## config.mk

```make
export PLATFORM = sky130hd
export DESIGN_NAME = command_rate_limiter_core
export DESIGN_NICKNAME = d
export VERILOG_FILES = /design/src/design/crl_pkg.sv /design/src/design/crl_time.sv /design/src/design/crl_refill.sv /design/src/design/crl_bucket.sv /design/src/design/command_rate_limiter_core.sv
export SDC_FILE = /design/constraint.sdc
export NUM_CORES = 2
export LEC_CHECK = 0
export ABC_AREA = 1
export BUFFER_PORTS_ARGS = -buffer_cell sky130_fd_sc_hd__buf_4
export CAP_MARGIN = 20
export CORE_MARGIN = 4
export CORE_UTILIZATION = 50
export DETAILED_ROUTE_END_ITERATION = 10
export PLACE_DENSITY = 0.61
export SLEW_MARGIN = 20
export SYNTH_ARGS = -nofsm -noshare
export SYNTH_HDL_FRONTEND = slang
export SYNTH_SLANG_ARGS = --single-unit
```

## constraint.sdc

```tcl
create_clock -name clk -period 31.4 [get_ports clk]
set_input_delay 3.14 -clock clk [delete_from_list [all_inputs] [get_ports clk]]
set_output_delay 3.14 -clock clk [all_outputs]
set_load 0.005 [all_outputs]
```

## src/design/crl_pkg.sv

```systemverilog
`timescale 1ns / 1ps
// ----------------------------------------------------------------------------
// crl_pkg
// Shared constants, types and register codes for the command rate limiter.
// ----------------------------------------------------------------------------
package crl_pkg;

  // field widths
  localparam int unsigned TIME_W      = 64;
  localparam int unsigned BURST_W     = 16;
  localparam int unsigned RATE_W      = 16;
  localparam int unsigned MINUTE_W    = 20;
  localparam int unsigned CFG_INDEX_W = 2;
  localparam int unsigned CFG_DATA_W  = 20;
  localparam int unsigned IN_TDATA_W  = 64;
  localparam int unsigned OUT_TDATA_W = 8;

  // time constants
  localparam logic [TIME_W-1:0] SECOND_NS = 64'd1000000000;
  localparam logic [TIME_W-1:0] MINUTE_NS = 64'd60000000000;

  // elapsed (rate nonzero) or product at or above this gives a refill of 65536 or more
  localparam logic [TIME_W-1:0] REFILL_SAT_NS = 64'd65536000000000;

  // refill datapath widths
  localparam int unsigned ELAPSED_W = 46;          // ceil(log2(REFILL_SAT_NS))
  localparam int unsigned SPLIT_W   = 23;          // elapsed split for the multiply
  localparam int unsigned PP_W      = SPLIT_W + RATE_W;
  localparam int unsigned PROD_W    = ELAPSED_W + RATE_W;
  localparam int unsigned QSHIFT    = 14;          // product bits dropped before the reciprocal
  localparam int unsigned QX_W      = ELAPSED_W - QSHIFT;
  localparam int unsigned RECIP_SHIFT = 47;
  localparam logic [31:0] RECIP     = 32'd2305843009; // floor(2^(47+14) / 1e9)
  localparam int unsigned NSEC_W    = 30;
  localparam logic [NSEC_W-1:0] SECOND_NS_N = 30'd1000000000;

  // stages from input transfer to result register
  localparam int unsigned PIPE_DEPTH = 6;

  // configuration register codes
  typedef enum logic [CFG_INDEX_W-1:0] {
    CFG_BURST   = 2'd0,
    CFG_PER_SEC = 2'd1,
    CFG_PER_MIN = 2'd2
  } crl_cfg_index_t;

  // configuration register set
  typedef struct packed {
    logic [BURST_W-1:0]  burst;
    logic [RATE_W-1:0]   per_sec;
    logic [MINUTE_W-1:0] per_min;
  } crl_cfg_t;

  // per-request control flags that travel down the pipeline
  typedef struct packed {
    logic init;      // first request after start: bucket to full
    logic sec_clr;   // one-second count restarts
    logic min_clr;   // sixty-second count restarts
  } crl_flags_t;

endpackage

```

## src/design/crl_time.sv

```systemverilog
`timescale 1ns / 1ps
// ----------------------------------------------------------------------------
// crl_time
// Time stage: tracks last update time and both window starts, and produces
// the elapsed time and window restart flags for each request.
// ----------------------------------------------------------------------------
module crl_time (
  input  logic                      clk,
  input  logic                      rst,
  input  logic                      in_valid,
  output logic                      in_ready,
  input  logic [crl_pkg::TIME_W-1:0] now_ns,
  output logic                      out_valid,
  input  logic                      out_ready,
  output logic [crl_pkg::TIME_W-1:0] elapsed,
  output crl_pkg::crl_flags_t       flags
);
  import crl_pkg::*;

  logic [TIME_W-1:0] last_update_time;
  logic [TIME_W-1:0] second_window_start;
  logic [TIME_W-1:0] minute_window_start;
  logic              en;
  logic              init;
  logic              sec_clr;
  logic              min_clr;
  logic [TIME_W-1:0] sec_age;
  logic [TIME_W-1:0] min_age;

  assign en       = !out_valid || out_ready;
  assign in_ready = en;

  // window ages wrap modulo 2^64
  assign init    = (last_update_time == '0);
  assign sec_age = now_ns - second_window_start;
  assign min_age = now_ns - minute_window_start;
  assign sec_clr = init || (sec_age >= SECOND_NS);
  assign min_clr = init || (min_age >= MINUTE_NS);

  // time state and stage register
  always_ff @(posedge clk) begin
    if (rst) begin
      out_valid           <= 1'b0;
      last_update_time    <= '0;
      second_window_start <= '0;
      minute_window_start <= '0;
    end else if (en) begin
      out_valid <= in_valid;
      if (in_valid) begin
        elapsed          <= init ? '0 : (now_ns - last_update_time);
        flags.init       <= init;
        flags.sec_clr    <= sec_clr;
        flags.min_clr    <= min_clr;
        last_update_time <= now_ns;
        if (sec_clr) begin
          second_window_start <= now_ns;
        end
        if (min_clr) begin
          minute_window_start <= now_ns;
        end
      end
    end
  end

endmodule

```

## src/design/crl_refill.sv

```systemverilog
`timescale 1ns / 1ps
// ----------------------------------------------------------------------------
// crl_refill
// Refill pipeline: floor(elapsed * rate / 1e9) saturated to the burst limit,
// in four stages (split multiply, sum, reciprocal multiply, correction).
// ----------------------------------------------------------------------------
module crl_refill (
  input  logic                        clk,
  input  logic                        rst,
  input  crl_pkg::crl_cfg_t           cfg,
  input  logic                        in_valid,
  output logic                        in_ready,
  input  logic [crl_pkg::TIME_W-1:0]  elapsed,
  input  crl_pkg::crl_flags_t         in_flags,
  output logic                        out_valid,
  input  logic                        out_ready,
  output logic [crl_pkg::BURST_W-1:0] refill,
  output crl_pkg::crl_flags_t         out_flags
);
  import crl_pkg::*;

  // stage valids and enables
  logic v2, v3, v4;
  logic en2, en3, en4, en5;

  // stage 2: partial products
  logic [PP_W-1:0]   pp_lo;
  logic [PP_W-1:0]   pp_hi;
  logic              sat2;
  crl_flags_t        flags2;

  // stage 3: full product
  logic [ELAPSED_W-1:0] prod3;
  logic                 sat3;
  crl_flags_t           flags3;

  // stage 4: quotient estimate
  logic [BURST_W-1:0]   q_est;
  logic [ELAPSED_W-1:0] prod4;
  logic                 sat4;
  crl_flags_t           flags4;

  // combinational terms
  logic [PROD_W-1:0]    prod_sum;
  logic                 prod_big;
  logic [63:0]          recip_prod;
  logic [ELAPSED_W-1:0] q_ns;
  logic [ELAPSED_W-1:0] rem;
  logic [BURST_W:0]     q_fix;

  assign en5      = !out_valid || out_ready;
  assign en4      = !v4 || en5;
  assign en3      = !v3 || en4;
  assign en2      = !v2 || en3;
  assign in_ready = en2;

  // sum of partial products, and saturation on q of 65536 or more
  assign prod_sum = {{(PROD_W-PP_W){1'b0}}, pp_lo}
                  + {pp_hi, {SPLIT_W{1'b0}}};
  assign prod_big = (prod_sum >= REFILL_SAT_NS[PROD_W-1:0]);

  // reciprocal estimate, never above the true quotient and at most one below
  assign recip_prod = {{(64-QX_W){1'b0}}, prod3[ELAPSED_W-1:QSHIFT]}
                    * {32'd0, RECIP};

  // remainder correction
  assign q_ns  = q_est * SECOND_NS_N;
  assign rem   = prod4 - q_ns;
  assign q_fix = {1'b0, q_est} + {{BURST_W{1'b0}}, (rem >= SECOND_NS[ELAPSED_W-1:0])};

  // pipeline registers
  always_ff @(posedge clk) begin
    if (rst) begin
      v2        <= 1'b0;
      v3        <= 1'b0;
      v4        <= 1'b0;
      out_valid <= 1'b0;
    end else begin
      if (en2) begin
        v2     <= in_valid;
        pp_lo  <= elapsed[SPLIT_W-1:0] * cfg.per_sec;
        pp_hi  <= elapsed[ELAPSED_W-1:SPLIT_W] * cfg.per_sec;
        sat2   <= (elapsed >= REFILL_SAT_NS) && (cfg.per_sec != '0);
        flags2 <= in_flags;
      end
      if (en3) begin
        v3     <= v2;
        prod3  <= prod_sum[ELAPSED_W-1:0];
        sat3   <= sat2 || prod_big;
        flags3 <= flags2;
      end
      if (en4) begin
        v4     <= v3;
        q_est  <= recip_prod[RECIP_SHIFT+BURST_W-1:RECIP_SHIFT];
        prod4  <= prod3;
        sat4   <= sat3;
        flags4 <= flags3;
      end
      if (en5) begin
        out_valid <= v4;
        out_flags <= flags4;
        if (sat4 || (q_fix > {1'b0, cfg.burst})) begin
          refill <= cfg.burst;
        end else begin
          refill <= q_fix[BURST_W-1:0];
        end
      end
    end
  end

endmodule

```

## src/design/crl_bucket.sv

```systemverilog
`timescale 1ns / 1ps
// ----------------------------------------------------------------------------
// crl_bucket
// Token bucket and window grant counters, with the result register.
// ----------------------------------------------------------------------------
module crl_bucket (
  input  logic                            clk,
  input  logic                            rst,
  input  crl_pkg::crl_cfg_t               cfg,
  input  logic                            in_valid,
  output logic                            in_ready,
  input  logic [crl_pkg::BURST_W-1:0]     refill,
  input  crl_pkg::crl_flags_t             flags,
  output logic                            out_valid,
  input  logic                            out_ready,
  output logic [crl_pkg::OUT_TDATA_W-1:0] out_data
);
  import crl_pkg::*;

  logic [BURST_W-1:0]  token_count;
  logic [RATE_W-1:0]   second_grants;
  logic [MINUTE_W-1:0] minute_grants;
  logic                en;
  logic [BURST_W-1:0]  tok_base;
  logic [BURST_W:0]    tok_sum;
  logic [BURST_W-1:0]  tok_capped;
  logic [RATE_W-1:0]   sec_cnt;
  logic [MINUTE_W-1:0] min_cnt;
  logic                grant;

  assign en       = !out_valid || out_ready;
  assign in_ready = en;

  // refill with cap at the burst limit
  assign tok_base   = flags.init ? cfg.burst : token_count;
  assign tok_sum    = {1'b0, tok_base} + {1'b0, refill};
  assign tok_capped = (tok_sum > {1'b0, cfg.burst}) ? cfg.burst : tok_sum[BURST_W-1:0];

  // window counts after restart
  assign sec_cnt = flags.sec_clr ? '0 : second_grants;
  assign min_cnt = flags.min_clr ? '0 : minute_grants;

  // grant decision
  assign grant = (tok_capped != '0) && (sec_cnt < cfg.per_sec) && (min_cnt < cfg.per_min);

  // bucket state and result register
  always_ff @(posedge clk) begin
    if (rst) begin
      out_valid     <= 1'b0;
      token_count   <= '0;
      second_grants <= '0;
      minute_grants <= '0;
    end else if (en) begin
      out_valid <= in_valid;
      if (in_valid) begin
        out_data      <= {{(OUT_TDATA_W-1){1'b0}}, grant};
        token_count   <= grant ? (tok_capped - 1'b1) : tok_capped;
        second_grants <= grant ? (sec_cnt + 1'b1) : sec_cnt;
        minute_grants <= grant ? (min_cnt + 1'b1) : min_cnt;
      end
    end
  end

endmodule

```

## src/design/command_rate_limiter_core.sv

```systemverilog
`timescale 1ns / 1ps
// ----------------------------------------------------------------------------
// command_rate_limiter_core
// Token bucket command rate limiter with one-second and sixty-second windows.
// ----------------------------------------------------------------------------
// Takes one request per cycle on the slave stream unless a stall holds it, and
// returns one grant bit per request on the master stream, in order. Each
// request passes the time stage, the four-stage refill pipeline that works
// out floor(elapsed * per_second_limit / 1e9) through a split multiply
// and a reciprocal multiply with one correction step, and the bucket stage
// that holds the result register. Stalls on the master side propagate back
// stage by stage, so bubbles are filled while a result waits. Registers are
// written through the cfg channel, which is always ready; write them only
// while no request is in flight. There is no clearing pass after reset.
module command_rate_limiter_core (
  input  logic                                clk,
  input  logic                                rst,
  // request stream
  input  logic                                s_tvalid,
  output logic                                s_tready,
  input  logic [crl_pkg::IN_TDATA_W-1:0]      s_tdata,   // [63:0] now_ns
  // result stream
  output logic                                m_tvalid,
  input  logic                                m_tready,
  output logic [crl_pkg::OUT_TDATA_W-1:0]     m_tdata,   // [0] allowed, [7:1] zero
  // register writes
  input  logic                                cfg_valid,
  output logic                                cfg_ready,
  input  logic [crl_pkg::CFG_INDEX_W-1:0]     cfg_index,
  input  logic [crl_pkg::CFG_DATA_W-1:0]      cfg_data
);
  import crl_pkg::*;

  crl_cfg_t          cfg;
  logic              t_valid;
  logic              t_ready;
  logic [TIME_W-1:0] t_elapsed;
  crl_flags_t        t_flags;
  logic              r_valid;
  logic              r_ready;
  logic [BURST_W-1:0] r_refill;
  crl_flags_t        r_flags;
  logic [2:0]        inflight;

  assign cfg_ready = 1'b1;

  // configuration registers
  always_ff @(posedge clk) begin
    if (rst) begin
      cfg.burst   <= 16'd20;
      cfg.per_sec <= 16'd10;
      cfg.per_min <= 20'd100;
    end else if (cfg_valid && cfg_ready) begin
      unique case (cfg_index)
        CFG_BURST:   cfg.burst   <= cfg_data[BURST_W-1:0];
        CFG_PER_SEC: cfg.per_sec <= cfg_data[RATE_W-1:0];
        CFG_PER_MIN: cfg.per_min <= cfg_data[MINUTE_W-1:0];
        default: ;
      endcase
    end
  end

  // time stage
  crl_time u_time (
    .clk       (clk),
    .rst       (rst),
    .in_valid  (s_tvalid),
    .in_ready  (s_tready),
    .now_ns    (s_tdata[TIME_W-1:0]),
    .out_valid (t_valid),
    .out_ready (t_ready),
    .elapsed   (t_elapsed),
    .flags     (t_flags)
  );

  // refill pipeline
  crl_refill u_refill (
    .clk       (clk),
    .rst       (rst),
    .cfg       (cfg),
    .in_valid  (t_valid),
    .in_ready  (t_ready),
    .elapsed   (t_elapsed),
    .in_flags  (t_flags),
    .out_valid (r_valid),
    .out_ready (r_ready),
    .refill    (r_refill),
    .out_flags (r_flags)
  );

  // bucket and result register
  crl_bucket u_bucket (
    .clk       (clk),
    .rst       (rst),
    .cfg       (cfg),
    .in_valid  (r_valid),
    .in_ready  (r_ready),
    .refill    (r_refill),
    .flags     (r_flags),
    .out_valid (m_tvalid),
    .out_ready (m_tready),
    .out_data  (m_tdata)
  );

  // requests in flight, for checking
  always_ff @(posedge clk) begin
    if (rst) begin
      inflight <= '0;
    end else begin
      inflight <= inflight + {2'b00, (s_tvalid && s_tready)}
                           - {2'b00, (m_tvalid && m_tready)};
    end
  end

  // an empty result register means the whole pipeline can move
  assert property (@(posedge clk) disable iff (rst) !m_tvalid |-> s_tready)
    else $error("input stalled while result register empty");

  // never more requests in flight than pipeline stages
  assert property (@(posedge clk) disable iff (rst)
                   inflight <= PIPE_DEPTH[2:0])
    else $error("pipeline occupancy overflow");

  // a result is only shown for a request that is in flight
  assert property (@(posedge clk) disable iff (rst) m_tvalid |-> (inflight != '0))
    else $error("result without a pending request");

  // padding bits of the result stay zero
  assert property (@(posedge clk) disable iff (rst)
                   m_tvalid |-> (m_tdata[OUT_TDATA_W-1:1] == '0))
    else $error("result padding not zero");

endmodule
```

# Word-level counts from Yosys, hierarchy flattened
# Index checks and enable logic that the tools add are counted.
[word_totals]
regBits = 587
input_bits = 91
output_inout_bits = 11
wordCells = 111
[op_classes]
addsub = 10
mul = 4
magnitude_cmp = 9
n_eq_ne = 2
n_mux = 8
bitwise_logic = 1
n_reduce_logical = 36
[op_table]
columns = ["op", "n"]
rows = [
  ["64-bit subtractor", 3],
  ["16-bit two-way mux", 6],
  ["23-bit by 16-bit multiplier with 39-bit output", 2],
  ["64-bit by 30-bit >= comparator with 1-bit output (second input constant)", 1],
  ["64-bit by 36-bit >= comparator with 1-bit output (second input constant)", 1],
  ["64-bit by 46-bit >= comparator with 1-bit output (second input constant)", 1],
  ["64-bit logical NOT", 1],
  ["32-bit by 32-bit multiplier with 63-bit output (second input constant)", 1],
  ["39-bit by 62-bit adder with 62-bit output", 1],
  ["62-bit by 46-bit >= comparator with 1-bit output (second input constant)", 1],
  ["46-bit by 30-bit >= comparator with 1-bit output (second input constant)", 1],
  ["46-bit subtractor", 1],
  ["20-bit two-way mux", 2],
  ["16-bit by 21-bit multiplier with 37-bit output (second input constant)", 1],
  ["17-bit by 16-bit greater-than comparator with 1-bit output", 2],
  ["16-bit nonzero test", 2],
  ["20-bit by 1-bit adder with 20-bit output (second input constant)", 1],
  ["20-bit less-than comparator", 1],
  ["2-bit AND reduction", 9],
  ["16-bit by 1-bit adder with 17-bit output", 1],
  ["16-bit by 16-bit adder with 17-bit output", 1],
  ["16-bit by 1-bit adder with 16-bit output (second input constant)", 1],
  ["16-bit less-than comparator", 1],
  ["16-bit by 1-bit subtractor with 16-bit output (second input constant)", 1],
  ["8 further kinds", 27],
]

# Depth between registers and ports, before layout
[logic_depth]
depth_word = 8
depth_mapped = 59
ltp_nobuf = 58

# By module
# From an unflattened synthesis, not the netlist that was laid out.
[unflattened]
hier_cells = 13297
hier_area_um2 = 93608.5
[modules_own_cells]
columns = ["module", "instances", "cells_each", "area_per_inst_um2", "seq_area_each_um2"]
rows = [
  ["crl_refill", 1, 7122, 58382.2, 6055.8],
  ["crl_time", 1, 4672, 26385.3, 5875.6],
  ["crl_bucket", 1, 1176, 6681.4, 1091.0],
  ["command_rate_limiter_core", 1, 327, 2159.6, 1041.0],
]

# Worst setup path before layout
# No wires, ideal clock.
[synth_timing]
path_kind = "register to register"
from = "reg u_refill.q_est[5]"
to = "reg u_refill.refill[10] (netlist name) (data pin)"
setup_ns = 0.264
arrival_time_ns = 9.618
t_required_ns = 31.136
path_slack_ns = 21.518
path_stages_with_launch = 49
n_path_buf = 1
synth_period_minus_slack_ns = 9.882
cell_sequence = "edfxtp_1 > inv_1 > ha_1 > inv_1 > fa_1 > inv_1 > fa_1 > fa_1 > fa_1 > fa_1 > inv_1 > ha_1 > a21oi_1 > o21ai_1 > a21boi_0 > o21ai_1 > a21oi_1 > o21bai_1 > (+13 left out) > ha_1 > nand2_1 > nor2_1 > inv_1 > nor2_1 > xor2_1 > ha_1 > a21oi_1 > nor2_1 > a211oi_1 > o221ai_1 > a21oi_1 > o21ai_0 > o41ai_1 > nand2_1 > inv_1 > clkbuf_1 > o21ai_0"
[synth_between]
elab_chain_cells = 7
[synth_lines]
columns = ["item", "line", "text"]
rows = [
  ["from (decl)", "crl_refill.sv:38", "logic [BURST_W-1:0] q_est;"],
  ["from (signal assigned)", "crl_refill.sv:94", "q_est <= recip_prod[RECIP_SHIFT+BURST_W-1:RECIP_SHIFT];"],
  ["16-bit by 21-bit multiplier with 37-bit output", "crl_refill.sv:67", "assign q_ns = q_est * SECOND_NS_N;"],
  ["46-bit subtractor", "crl_refill.sv:68", "assign rem = prod4 - q_ns;"],
  ["46-bit by 30-bit >= comparator with 1-bit output", "crl_refill.sv:69", "assign q_fix = {1'b0, q_est} + {{BURST_W{1'b0}}, (rem >= SECOND_NS[ELAPSED_W-1:0])};"],
  ["16-bit by 1-bit adder with 17-bit output *", "crl_refill.sv:69", ""],
  ["17-bit by 16-bit greater-than comparator with 1-bit output", "crl_refill.sv:102", "if (sat4 || (q_fix > {1'b0, cfg.burst})) begin"],
  ["1-bit logical OR", "crl_refill.sv:102", ""],
  ["16-bit two-way mux *", "crl_refill.sv:102", ""],
  ["to (signal assigned)", "crl_refill.sv:103", "refill <= cfg.burst;"],
  ["to (signal assigned)", "crl_refill.sv:105", "refill <= q_fix[BURST_W-1:0];"],
  ["to (decl)", "crl_refill.sv:17", "output logic [crl_pkg::BURST_W-1:0] refill,"],
]
# Every way passes the cells marked *; elsewhere a longest branch is shown, timed or not.
# A chain may end at the register's enable or synchronous reset.

# Worst setup path after layout
[layout_timing]
from = "reg u_refill.q_est[14]"
to = "reg u_refill.refill[10] (netlist name) (data pin)"
# The elaborated chain is that of the path after synthesis.

==> qor.yml <==
postRouteAntennaNets: 0
r2r-end: "u_refill.refill[10]"
crit_type: "flip-flop to flip-flop"
die-area_mm2: 0.1894
synth_area_leaders: "fa_1 22%, ha_1 15%, nand2_1 12%"
vias: 80250
hold_end: "u_refill.flags4[0]"
antenna_found_initial: 2
first_iter_violations: 6374
reg2reg_from: "u_refill.q_est[14]"
nNetsFinal: 14650
synth_seq_cells: 587
reg2reg_depth: 47
cpMaxStageDelayCell: "edfxtp_1"
clkTransAtPathRegs_ps: 60
yosys.area.top_type: "fa_1"
finalHoldViolCount: 0
final_cell_mix: "3015 x nand2_1, 2923 x inv_1, 1101 x ha_1, 1018 x fa_1, 941 x nor2_1"
gr-total-overflow: 0
cts_htree_levels: 3
portBuffers: 93
synth_edf_count: 285
fin_area_mm2: 0.09675
yosysTopAreaCellShare_pct: 22.34
grt_pass1_wl_mm: 464.8
setup_viol: 0
clockRootBuffer: "clkbuf_16"
arrival_ps: 12290
grt_setup_unrepaired: "false"
drtPass1Iterations: 8
startpoint: "u_refill.q_est[14]"
avgRoutedWirePerCell_um: 20.18
fin_crit_ps: 11850
clock_sinks: 587
cts_resized: 0
min-delay-start: "u_refill.flags3[0]"
die-width_um: 435.2
slowest_delay_ps: 650
required_ps: 31840
area_growth_pct: 6.044
grt_max_degree: 208
viasPerCell: 5.394
clockBufferDepth: 3
cap_violations: 0
hpwl_mm: 247.7
startpoint_type: "flip-flop"
netlist_instances: 12510
cts_tree: "built"
cts_hold_buffers: 0
wl_mm: 300.3
end_kind: "flip-flop"
num_rows: 156
syn_area_per_cell_um2: 7.296
yosysSeqAreaShare_pct: 16.01
numCtsBuffers: 77
tightest_slew_ps: 1310
final_layout_size_suffix_gt1_share_pct: 3.095
hold_class: "flip-flop to flip-flop"
coreArea_mm2: 0.1811
placed_cell_area_mm2: 0.09415
post-cts-setup-buffer-count: 0
rrSetupSlack_ps: 19550
async_flop_share_pct: 0
clock_latency_ps: 720
grt_usage_pct: 31.40
relSlewSlack_pct: 12.66
dominantRegCellSynth: "dfxtp_1"
fmax_mhz: 84.37
fin_setup_tns_ps: 0
gp_congestion: 1.002
start_util_pct: 50.37
drv_slew: 0
mostFrequentLayoutCell: "nand2_1"
cp_max_fo: 24
path_common_cell: "inv_1"
fin_crit_sh_pct: 37.75
fin_worst_skew_ps: 41.01
holdPathStages: 0
outcome: "complete, no violations"
synth_cell_types: 70
ys_warn_count: 0
synth_area_mm2: 0.09123
die-height_um: 435.2
io-pin-count: 102
drc: 0
grt_pass1_vias: 79920
[cells by family (layout without fill, tap and decap cells)]
logic type | after synthesis | count (layout) | synth area share (%)
buf+inv | 3257 | 3249 | 13.64
compound gates | 1480 | 1480 | 8.858
other cells | 2 | 12 | 0.008232
flops | 587 | 587 | 16.01
simple gates | 4811 | 4811 | 21.64
xor+xnor | 249 | 249 | 2.406
fa+ha+maj | 2119 | 2119 | 37.44
[synthesized netlist by cell type (86+ instances only)]
library cell     n
nor3_1          86
nand2_1       3018
clkbuf_1       205
edfxtp_1       285
fa_1          1018
nor2_1         944
xnor2_1         99
xor2_1         149
nand3_1        396
inv_1         2925
a21oi_1        778
ha_1          1101
dfxtp_1        302
nand4_1        197
o21ai_0        427
[registers in the layout, summed over array words and instances, names as in the netlist, 3 cells and up]
signal / cells
cfg: 52
u_time.elapsed: 64
u_time.flags: 3
u_refill.prod4: 46
u_bucket.minute_grants: 20
u_bucket.second_grants: 16
u_time.second_window_start: 64
u_refill.q_est: 16
u_refill.pp_lo: 39
u_time.minute_window_start: 64
u_refill.prod3: 46
u_refill.out_flags: 3
u_refill.flags3: 3
u_refill.refill: 16
u_time.last_update_time: 64
u_refill.flags2: 3
u_bucket.token_count: 16
u_refill.flags4: 3
u_refill.pp_hi: 39
[worst max-delay path: cells and delay by family, from the launching register on]
| kind | cells | cell delay [ps] |
|---|---|---|
| buffers and inverters | 9 | 1200 |
| AOI/OAI and AO/OA | 9 | 1580 |
| DFF | 1 | 650 |
| and+or+nand+nor | 15 | 2760 |
| xor gates and xnor gates | 3 | 710 |
| adders and majority gates | 11 | 4690 |
[worst max-delay path by stage]
stage | depth (start not counted) | endpoint
after global placement | 47 | u_refill.refill[12]
after floorplan | 48 | u_refill.refill[10]
final | 47 | u_refill.refill[10]
after detailed placement | 47 | u_refill.refill[13]
after global routing | 46 | u_refill.refill[2]
after CTS | 47 | u_refill.refill[13]
[metrics by stage]
step                      hold WS [ps]  utilization, %  std cells  worst slack [ps]
after detailed placement         404.5           51.98      14730             19540
after global routing             416.4           53.41      14870             18570
after CTS                        394.7           53.39      14870             19520
after global placement           401.1           51.98      14730             19530
final                            398.6           53.41      14880             19550
after floorplan                  400.3               -      12510             21520
[routing by layer]
metal	wire, µm	GRT usage [%]
met1	129900	42.29
met2	140300	52.40
met4	13200	11.63
met3	16890	3.285
met5	0	0
[area by class of cell]
type | count | area [µm²]
repair buffers | 169 | 1285
diodes | 4 | 10.01
multi-input cells | 8667 | 64260
clock inverters | 44 | 467.9
well taps | 2370 | 2965
clock buffers | 97 | 2095
inverters | 2939 | 11040
flip-flops and latches | 587 | 14620
fillers | 18030 | 84390
Power is left out: the tool's default activity adds up to more than one toggle a clock period on the data nets, which glitch-free logic cannot reach.
